[config.mk]
export PLATFORM = sky130hd
export DESIGN_NAME = der_record_parser
export DESIGN_NICKNAME = d
export VERILOG_FILES = /design/src/rtl/drp_pkg.sv /design/src/rtl/drp_core.sv /design/src/rtl/der_record_parser.sv
export SDC_FILE = /design/constraint.sdc
export NUM_CORES = 1
export LEC_CHECK = 0
export BUFFER_PORTS_ARGS = -buffer_cell sky130_fd_sc_hd__buf_2
export CAP_MARGIN = 20
export CORE_ASPECT_RATIO = 2
export CORE_MARGIN = 2
export CORE_UTILIZATION = 51
export CTS_CLUSTER_SIZE = 14
export DETAILED_ROUTE_END_ITERATION = 10
export GPL_TIMING_DRIVEN = 0
export PLACE_DENSITY = 0.8
export SETUP_SLACK_MARGIN = 0.5
export SLEW_MARGIN = 10
export SYNTH_ARGS = -nofsm -noshare
export SYNTH_HDL_FRONTEND = slang
export SYNTH_SLANG_ARGS = --single-unit
export TNS_END_PERCENT = 10
[constraint.sdc]
create_clock -name clk -period 9.41 [get_ports clk]
set_input_delay 0.941 -clock clk [delete_from_list [all_inputs] [get_ports clk]]
set_output_delay 0.941 -clock clk [all_outputs]
set_load 0.02 [all_outputs]
[src/rtl/drp_pkg.sv]
// drp_pkg: shared types and constants for the DER record parser.
// No dependencies; imported by drp_core and der_record_parser.
package drp_pkg;

  localparam int unsigned MAX_LEN_BYTES = 4;

  localparam logic [2:0] ERR_NONE       = 3'd0;
  localparam logic [2:0] ERR_TAG        = 3'd1;
  localparam logic [2:0] ERR_LEN_FORM   = 3'd2;
  localparam logic [2:0] ERR_SEQ_SIZE   = 3'd3;
  localparam logic [2:0] ERR_CONT_SIZE  = 3'd4;
  localparam logic [2:0] ERR_EARLY_END  = 3'd5;
  localparam logic [2:0] ERR_TRAILING   = 3'd6;

  localparam logic [2:0] FLD_HEADER   = 3'd0;
  localparam logic [2:0] FLD_ID       = 3'd1;
  localparam logic [2:0] FLD_CREATED  = 3'd2;
  localparam logic [2:0] FLD_EXPIRY   = 3'd3;
  localparam logic [2:0] FLD_INTERVAL = 3'd4;
  localparam logic [2:0] FLD_NOTES    = 3'd5;

  localparam logic [7:0] TAG_SEQUENCE = 8'h30;
  localparam logic [7:0] TAG_UTF8     = 8'h0C;
  localparam logic [7:0] TAG_GENTIME  = 8'h18;
  localparam logic [7:0] TAG_INTEGER  = 8'h02;

  typedef struct packed {
    logic        produce;
    logic [2:0]  field_id;
    logic        data_valid;
    logic [7:0]  content_byte;
    logic        field_end;
    logic [31:0] interval_value;
    logic        record_ok;
    logic [2:0]  error_code;
  } res_t;

endpackage

[src/rtl/drp_core.sv]
// drp_core: parse state and per-byte next-state/result logic.
// Depends on drp_pkg. Advances one byte when fire is high.
module drp_core import drp_pkg::*; (
  input  logic        clk,
  input  logic        rst,
  input  logic        fire,
  input  logic        first,
  input  logic [7:0]  in_byte,
  input  logic [31:0] record_size,
  output res_t        res
);

  typedef enum logic [2:0] {
    PH_IDLE, PH_TAG, PH_LEN_FIRST, PH_LEN_MORE, PH_CONTENT
  } phase_t;

  phase_t      phase, phase_next;
  logic [2:0]  element_index, element_index_next;
  logic [2:0]  length_bytes_left, length_bytes_left_next;
  logic [31:0] length_accum, length_accum_next;
  logic [31:0] content_left, content_left_next;
  logic [31:0] byte_position, byte_position_next;
  logic [31:0] sequence_end, sequence_end_next;
  logic [31:0] buffer_size, buffer_size_next;
  logic [31:0] int_accum, int_accum_next;

  function automatic logic [7:0] expected_tag(input logic [2:0] idx);
    unique case (idx)
      FLD_HEADER:   expected_tag = TAG_SEQUENCE;
      FLD_ID:       expected_tag = TAG_UTF8;
      FLD_CREATED:  expected_tag = TAG_GENTIME;
      FLD_EXPIRY:   expected_tag = TAG_GENTIME;
      FLD_INTERVAL: expected_tag = TAG_INTEGER;
      default:      expected_tag = TAG_UTF8;
    endcase
  endfunction

  always_comb begin
    logic [31:0] pos_after;
    logic [31:0] len_val;
    logic [32:0] end_pos;
    logic        do_len;
    logic        do_finish;
    logic [2:0]  err;
    logic [6:0]  n;

    phase_next             = phase;
    element_index_next     = element_index;
    length_bytes_left_next = length_bytes_left;
    length_accum_next      = length_accum;
    content_left_next      = content_left;
    byte_position_next     = byte_position;
    sequence_end_next      = sequence_end;
    buffer_size_next       = buffer_size;
    int_accum_next         = int_accum;
    if (first) begin
      phase_next             = PH_TAG;
      element_index_next     = FLD_HEADER;
      length_bytes_left_next = 3'd0;
      length_accum_next      = 32'd0;
      content_left_next      = 32'd0;
      byte_position_next     = 32'd0;
      sequence_end_next      = 32'd0;
      buffer_size_next       = record_size;
      int_accum_next         = 32'd0;
    end

    res           = '0;
    res.field_id  = element_index_next;
    pos_after     = byte_position_next + 32'd1;
    len_val       = {25'd0, in_byte[6:0]};
    do_len        = 1'b0;
    do_finish     = 1'b0;
    err           = ERR_NONE;
    n             = in_byte[6:0];
    end_pos       = '0;

    if (phase_next != PH_IDLE) begin
      res.produce = 1'b1;
      if (byte_position_next >= buffer_size_next) begin
        res.error_code = ERR_EARLY_END;
        phase_next     = PH_IDLE;
      end else begin
        unique case (phase_next)
          PH_TAG: begin
            if (element_index_next > FLD_NOTES ||
                in_byte != expected_tag(element_index_next)) begin
              err = ERR_TAG;
            end else begin
              if (element_index_next == FLD_INTERVAL) int_accum_next = 32'd0;
              phase_next = PH_LEN_FIRST;
            end
          end
          PH_LEN_FIRST: begin
            if (!in_byte[7]) begin
              do_len = 1'b1;
            end else if (n == 7'd0 || n > 7'(MAX_LEN_BYTES)) begin
              err = ERR_LEN_FORM;
            end else begin
              length_bytes_left_next = n[2:0];
              length_accum_next      = 32'd0;
              phase_next             = PH_LEN_MORE;
            end
          end
          PH_LEN_MORE: begin
            length_accum_next      = {length_accum_next[23:0], in_byte};
            length_bytes_left_next = length_bytes_left_next - 3'd1;
            len_val                = length_accum_next;
            do_len                 = (length_bytes_left_next == 3'd0);
          end
          PH_CONTENT: begin
            if (element_index_next == FLD_INTERVAL) begin
              int_accum_next = {int_accum_next[23:0], in_byte};
            end else begin
              res.data_valid   = 1'b1;
              res.content_byte = in_byte;
            end
            content_left_next = content_left_next - 32'd1;
            do_finish         = (content_left_next == 32'd0);
          end
          default: begin
            phase_next  = PH_IDLE;
            res.produce = 1'b0;
          end
        endcase

        if (do_len) begin
          end_pos = {1'b0, pos_after} + {1'b0, len_val};
          if (element_index_next == FLD_HEADER) begin
            if (end_pos > {1'b0, buffer_size_next}) begin
              err = ERR_SEQ_SIZE;
            end else begin
              sequence_end_next  = end_pos[31:0];
              res.field_end      = 1'b1;
              element_index_next = FLD_ID;
              phase_next         = PH_TAG;
            end
          end else if (end_pos > {1'b0, buffer_size_next}) begin
            err = ERR_CONT_SIZE;
          end else begin
            content_left_next = len_val;
            if (len_val == 32'd0) do_finish = 1'b1;
            else phase_next = PH_CONTENT;
          end
        end

        if (do_finish) begin
          res.field_end = 1'b1;
          if (element_index_next == FLD_INTERVAL) res.interval_value = int_accum_next;
          if (element_index_next >= FLD_NOTES) begin
            if (pos_after != sequence_end_next) err = ERR_TRAILING;
            else res.record_ok = 1'b1;
            phase_next = PH_IDLE;
          end else begin
            element_index_next = element_index_next + 3'd1;
            phase_next         = PH_TAG;
          end
        end

        if (res.produce) begin
          byte_position_next = pos_after;
          if (err == ERR_NONE && phase_next != PH_IDLE && pos_after == buffer_size_next)
            err = ERR_EARLY_END;
          if (err != ERR_NONE) phase_next = PH_IDLE;
          res.error_code = err;
        end
      end
    end
  end

  always_ff @(posedge clk) begin
    if (rst) begin
      phase             <= PH_IDLE;
      element_index     <= 3'd0;
      length_bytes_left <= 3'd0;
      length_accum      <= 32'd0;
      content_left      <= 32'd0;
      byte_position     <= 32'd0;
      sequence_end      <= 32'd0;
      buffer_size       <= 32'd0;
      int_accum         <= 32'd0;
    end else if (fire) begin
      phase             <= phase_next;
      element_index     <= element_index_next;
      length_bytes_left <= length_bytes_left_next;
      length_accum      <= length_accum_next;
      content_left      <= content_left_next;
      byte_position     <= byte_position_next;
      sequence_end      <= sequence_end_next;
      buffer_size       <= buffer_size_next;
      int_accum         <= int_accum_next;
    end
  end

endmodule

[src/rtl/der_record_parser.sv]
// der_record_parser: streaming DER record checker, one byte per transaction.
// Each accepted byte is held in a register, then its result is registered at the output.
// One byte per cycle unless out_stall holds output; next parse state is combinational.
// Bytes ignored while idle produce no result transaction.
// Reset (rst, synchronous): clears both handshake registers and the parse state.
// Depends on drp_pkg and drp_core.
module der_record_parser import drp_pkg::*; (
  input  logic               clk,
  input  logic               rst,
  input  logic               in_valid,
  output logic               in_stall,
  input  logic               first,
  input  logic [7:0]         in_byte,
  input  logic [31:0]        record_size,
  output logic               out_valid,
  input  logic               out_stall,
  output logic [2:0]         field_id,
  output logic               data_valid,
  output logic [7:0]         content_byte,
  output logic               field_end,
  output logic signed [31:0] interval_value,
  output logic               record_ok,
  output logic [2:0]         error_code
);

  logic        in_q_valid;
  logic        first_q;
  logic [7:0]  byte_q;
  logic [31:0] size_q;
  logic        fire;
  res_t        res;

  assign fire     = in_q_valid && (!out_valid || !out_stall);
  assign in_stall = in_q_valid && !fire;

  drp_core u_core (
    .clk         (clk),
    .rst         (rst),
    .fire        (fire),
    .first       (first_q),
    .in_byte     (byte_q),
    .record_size (size_q),
    .res         (res)
  );

  always_ff @(posedge clk) begin
    if (rst) begin
      in_q_valid <= 1'b0;
    end else if (!in_stall) begin
      in_q_valid <= in_valid;
    end
    if (in_valid && !in_stall) begin
      first_q <= first;
      byte_q  <= in_byte;
      size_q  <= record_size;
    end
  end

  always_ff @(posedge clk) begin
    if (rst) begin
      out_valid <= 1'b0;
    end else if (fire) begin
      out_valid <= res.produce;
    end else if (!out_stall) begin
      out_valid <= 1'b0;
    end
    if (fire) begin
      field_id       <= res.field_id;
      data_valid     <= res.data_valid;
      content_byte   <= res.content_byte;
      field_end      <= res.field_end;
      interval_value <= $signed(res.interval_value);
      record_ok      <= res.record_ok;
      error_code     <= res.error_code;
    end
  end

endmodule
==> impl_metrics.ini, run 1 <==
[synthesis]
synth_largest_area_cell = dfxtp_1
syn-cell-area_sq_um = 19700
synthTopCellsByCount = 302 x nor2_1, 195 x dfxtp_1, 170 x a22oi_1
async_reset_ff_frac = 0
synthSimpleGateAreaFrac = 0.239
synth_xor_area_frac = 0.0589
yosysSeqAreaShare = 0.336
synth.area.mux_share = 0.0268
yosys.area.top_type_share = 0.198
synth_nets = 2464
synth-adder-area-share = 0.0685
yosysWarningCount = 0
avgSynthCellArea_sq_um = 8.51
synth-edff-count = 90
ys_ff_latch = 285
postSynthCellCount = 2312
synth_cell_types = 93
yosysMostFrequentCell = nor2_1
synth_top_flop_cell = dfxtp_1
synth_top_family_by_area = simple AND/OR/NAND/NOR gates
synthTopCellsByArea = dfxtp_1 20%, edfxtp_1 14%, ha_1 6.7%
synth-compound-area-share = 0.229

[cts]
cts_num_sinks = 285
cts_buffer_depth = 3
cts_tree = yes
h-tree-depth = 1
clock_latency_ps = 610
clkTransAtPathRegs_ps = 70
cts.hold.buffers_added = 0
root_buffer = clkbuf_16
numCtsBuffers = 28

[die]
ios = 96
num_rows = 101
fp.dieW_microns = 143
die_area_sq_um = 40200
coreArea_sq_um = 38000
initial_core_util = 0.517
dieHeight_microns = 282

[drt]
drtIter0Drc = 2177
first_pass_iters = 6
vias = 20700
ant_nets = 0
drc_errors = 0
drt_wl_total_microns = 88900
wire_per_inst_microns = 28.9
via_per_inst = 6.74

[cells_and_area]
nets = 2691
instances_no_fill = 3073
final_layout_size_suffix_gt1_frac = 0.181
synthToLayoutAreaGrowth_pct = 22.1

[timing]
slew_headroom = 0.178
report.final.slew_viol_count = 0
period_needed_ps = 9270
tns_ps = 0
setup_viol = 0
rsz0062_at_grt = yes
fin_crit_sh = 0.985
worst_pin_slew_ps = 1230
finClkSkew_ps = 24.9
fmax_mhz = 108
finalHoldViolations = 0

[critical_path]
startpoint_type = register
worstSetupStartpoint = first_q$_DFFE_PP_
required_ps = 9940
arrival_ps = 9800
path_max_fanout = 10
crit_type = register to register
critPathCaptureType = register
r2r-start = first_q$_DFFE_PP_

[power_and_ir_drop]
p_int_w = 0.00206
cellLeakagePower_nw = 9.40
seq_power_share = 0.464
power_switching_w = 0.000771
combPwrFrac = 0.113
p_clk_frac = 0.423
ir_drop_mv = 0.170
powerDensity_nw_per_um2 = 118
swShare = 0.272
power_w = 0.00284

[placement]
dp.cells = 2930
io_buffers = 94
place.gp.congestion = 1.06
hpwl_microns = 65500

[grt]
grt_max_degree = 33
grt_usage = 0.433
grt_pass1_wl_microns = 128000
grt-ovfl-total = 0
grt_pass1_vias = 20500
grt_antenna_before_repair = 2

[run]
cap_viol_max_count = 0

[worst_hold_path]
worstHoldPathType = register to register
holdCritStartpoint = in_q_valid$_SDFFE_PP0N_

[run_status]
status = finished, final reports clean
## per-layer routing
metal,track usage,vias to the layer above,share of wire
li1,-,9078,-
met1,0.407,9731,0.30
met2,0.730,1303,0.48
met3,0.0851,599,0.079
met4,0.490,0,0.14
met5,0,-,0
## critical path: stages (launching register included)
cell             delay [ps]
edfxtp_1                440
buf_8                   160
buf_4                   130
buf_4                   190
clkinv_1                220
clkbuf_1                610
clkbuf_1                580
clkdlybuf4s15_1         830
buf_1                   750
a21boi_0                490
ha_1                    420
a21o_1                  170
a21o_1                  320
a21o_1                  250
a31oi_1                 360
o211ai_1                460
buf_4                   340
nor3_2                  580
clkdlybuf4s15_1         750
clkbuf_1                750
a22oi_1                 230
nor2_1                  120
## flip-flops by register name, summed over array words and instances (netlist names), 3 cells and up
name	cells
field_id	3
content_byte	8
u_core.length_bytes_left	3
size_q	32
u_core.element_index	3
interval_value	32
u_core.sequence_end	32
error_code	3
u_core.length_accum	24
u_core.int_accum	32
u_core.content_left	32
byte_q	8
u_core.phase	3
u_core.buffer_size	32
u_core.byte_position	32
## placed cells by master (no fill, tap or decap), drive strengths merged, types with 17 or more instances in the layout
master / Yosys / final
edfxtp: 90 / 90
nand4: 43 / 43
o211ai: 17 / 17
nor3: 48 / 48
xor2: 42 / 42
a22oi: 170 / 170
a211oi: 49 / 49
mux2i: 47 / 47
dfxtp: 195 / 195
and3: 50 / 50
nor2: 303 / 303
o31ai: 33 / 33
nand3: 43 / 43
nor2b: 73 / 73
clkbuf: 120 / 157
inv: 51 / 51
xnor2: 85 / 85
a21oi: 104 / 104
or3: 20 / 20
a21o: 41 / 41
ha: 106 / 106
and2: 33 / 33
buf: 37 / 233
nor4: 40 / 40
o21ai: 82 / 82
nand2: 149 / 149
## worst paths after layout
check | endpoint | slack [ps] | cells after the start
worst max-delay path | u_core.length_accum[8]$_SDFFE_PP0P_ | 140 | 21
worst min-delay path | out_valid$_SDFFE_PP0P_ | 470 | 2
worst max register to register | u_core.length_accum[8]$_SDFFE_PP0P_ | 140 | 21
worst min register to register | out_valid$_SDFFE_PP0P_ | 470 | 2
## timing repair
item,CTS,global route
hold endpoints to repair,0,0
setup endpoints to repair,107,102
gates cloned,1,0
pin swaps,46,44
setup buffers,49,43
gates resized for setup,213,58
## area by class of cell
type	count	area [sq um]
Antenna cell	1	2.50
Inverter	52	195
Sequential cell	285	6610
Clock inverter	9	150
Timing Repair Buffer	197	1370
Clock buffer	39	793
Fill cell	3259	14000
Buffer	157	901
Tap cell	515	644
Multi-Input combinational cell	1818	13400
## power by group through the flow
| stage | clock network (W) | logic, W | registers (W) |
|---|---|---|---|
| detailed placement | 0 | 0.000284 | 0.00134 |
| global route | 0.00124 | 0.000334 | 0.00132 |
| floorplan | 0 | 0.000156 | 0.00135 |
| global placement | 0 | 0.000273 | 0.00134 |
| finish | 0.00120 | 0.000321 | 0.00132 |
| CTS | 0.00119 | 0.000300 | 0.00131 |
## kinds of logic (layout without fill, tap and decap cells)
kind of cell,count (synthesis),count (layout)
simple gates,891,891
buf+inv,209,454
xor+xnor,129,129
fa+ha+maj,107,107
mux,52,52
other cells,0,1
flops,285,285
compound gates,639,639
## metrics by stage
step                worst slack [ps]  cell area [sq um]  hold WS (ps)  utilization
floorplan                        535              19700           434            -
global placement               -4640              20800           439        0.548
detailed placement             -4480              20900           460        0.551
CTS                              521              23300           469        0.614
global route                     214              24000           490        0.631
finish                           141              24000           473        0.631
(Power assumes the default switching activity.)
==> run 2: changes to the inputs <==
--- a/config.mk
+++ b/config.mk
@@ -13,7 +13,7 @@
 export CTS_CLUSTER_SIZE = 14
 export DETAILED_ROUTE_END_ITERATION = 10
 export GPL_TIMING_DRIVEN = 0
-export PLACE_DENSITY = 0.8
+export PLACE_DENSITY = 0.77
 export SETUP_SLACK_MARGIN = 0.5
 export SLEW_MARGIN = 10
 export SYNTH_ARGS = -nofsm -noshare
==> constraint.sdc (replaced) <==
create_clock -name clk -period 9.6 [get_ports clk]
set_input_delay 0.96 -clock clk [delete_from_list [all_inputs] [get_ports clk]]
set_output_delay 0.96 -clock clk [all_outputs]
set_load 0.02 [all_outputs]
==> impl_metrics.ini, run 2 (synthesis results as in run 1) <==
[run_status]
status = complete, but fails checks
violations = design-rule violations

[timing]
rsz0062_at_grt = yes
fmax_mhz = 107
finalHoldViolations = 0
finClkSkew_ps = 16.3
fin_crit_sh = 0.972
worst_pin_slew_ps = 1120
report.final.slew_viol_count = 0
slew_headroom = 0.233
period_needed_ps = 9330
setup_viol = 0

[grt]
grt_antenna_before_repair = 0
grt-ovfl-total = 0
grt_max_degree = 33
grt_pass1_vias = 20300
grt_usage = 0.417
grt_pass1_wl_microns = 124000

[power_and_ir_drop]
ir_drop_mv = 0.152
cellLeakagePower_nw = 8.97
powerDensity_nw_per_um2 = 116

[cts]
clock_latency_ps = 600
cts_buffer_depth = 3
numCtsBuffers = 27
cts_num_sinks = 285
clkTransAtPathRegs_ps = 70
cts_tree = yes
h-tree-depth = 1
root_buffer = clkbuf_16

[drt]
wire_per_inst_microns = 28.1
via_per_inst = 6.79
first_pass_iters = 9
drt_wl_total_microns = 85200
ant_nets = 0
vias = 20600
drtIter0Drc = 2051
drc_errors = 1

[cells_and_area]
final_layout_size_suffix_gt1_frac = 0.150
antenna_cells = 0
instances_no_fill = 3032
nets = 2648
fillers = 3359
synthToLayoutAreaGrowth_pct = 17.4
layout_common_cells = 300 x nor2_1, 195 x dfxtp_1, 169 x a22oi_1, 145 x nand2_1, 124 x clkbuf_1
layout_commonest_cell = nor2_1
design_area_sq_um = 23100

[die]
num_rows = 101
die_area_sq_um = 40200
ios = 96
dieHeight_microns = 282
initial_core_util = 0.517
fp.dieW_microns = 143
coreArea_sq_um = 38000

[critical_path]
required_ps = 9950
r2r-start = first_q$_DFFE_PP_
crit_type = register to register
worstRegToRegCells = 29
arrival_ps = 9680
critPathCaptureType = register
startpoint_type = register
path_max_fanout = 10
r2r_slack_ps = 270
slowest_delay_ps = 870
rr_endpoint = error_code[2]$_SDFFCE_PP0P_
critical_path.slowest_cell = buf_1

[placement]
io_buffers = 94
dp.cells = 2928
place.gp.congestion = 1.07
postPlaceCellArea_sq_um = 20900
hpwl_microns = 63700

[worst_hold_path]
whs_endpoint = u_core.buffer_size[0]$_SDFFE_PP0P_
min_path_cells = 2
worstHoldPathType = register to register
holdCritStartpoint = u_core.buffer_size[0]$_SDFFE_PP0P_

[run]
cap_viol_max_count = 0
==> run 2: stage by stage <==
stage | power [W] | hold slack [ps] | utilization | worst slack [ps] | setup TNS (ps)
global route | 0.00273 | 472 | 0.607 | 115 | 0
global placement | 0.00159 | 441 | 0.547 | -4420 | -401060
CTS | 0.00266 | 461 | 0.596 | 510 | 0
floorplan | 0.00148 | 434 | - | 530 | 0
finish | 0.00268 | 462 | 0.607 | 266 | 0
detailed placement | 0.00159 | 451 | 0.549 | -4280 | -384310
==> run 2: area by class of cell <==
| class | count | area, sq um | share of cell area |
|---|---|---|---|
| tap | 515 | 644 | 0.0279 |
| multi-input combinational | 1819 | 13000 | 0.564 |
| buffer | 157 | 805 | 0.0348 |
| clock buffer | 41 | 748 | 0.0324 |
| inverter | 52 | 195 | 0.00845 |
| timing repair buffer | 154 | 972 | 0.0421 |
| clock inverter | 9 | 91.3 | 0.00396 |
| sequential | 285 | 6610 | 0.286 |
==> run 2: worst max path at each step <==
stage	depth (start not counted)	from	to
after floorplan	38	first_q$_DFFE_PP_	error_code[2]$_SDFFCE_PP0P_
after global placement	36	first_q$_DFFE_PP_	error_code[2]$_SDFFCE_PP0P_
after detailed placement	39	first_q$_DFFE_PP_	error_code[2]$_SDFFCE_PP0P_
after CTS	41	first_q$_DFFE_PP_	error_code[2]$_SDFFCE_PP0P_
after global routing	40	first_q$_DFFE_PP_	error_code[2]$_SDFFCE_PP0P_
final	29	first_q$_DFFE_PP_	error_code[2]$_SDFFCE_PP0P_
==> run 2: timing repair <==
action,4_1_cts,5_1_grt
pin swaps,23,15
cloned,1,1
hold buffers,0,0
resized for setup,144,66
endpoints found under the setup margin,107,105
buffers inserted,34,14
==> run 2: critical path, delay by kind of cell, from the launching register on <==
kind / cells / cell delay (ps)
xor+xnor: 2 / 770
compound gates: 7 / 2400
simple gates: 11 / 2520
flops: 1 / 390
buf+inv: 6 / 1930
fa+ha+maj: 3 / 1080
==> run 2: per-layer routing <==
metal  GRT usage  wire length (microns)
met5           0                      0
met4       0.414                  11200
met3      0.0844                   6320
met2       0.721                  41000
met1       0.400                  26800
==> run 2: power by group <==
group	internal (W)	switching, W
combinational	0.0000852	0.000215
sequential	0.00127	0.0000175
clock	0.000570	0.000519
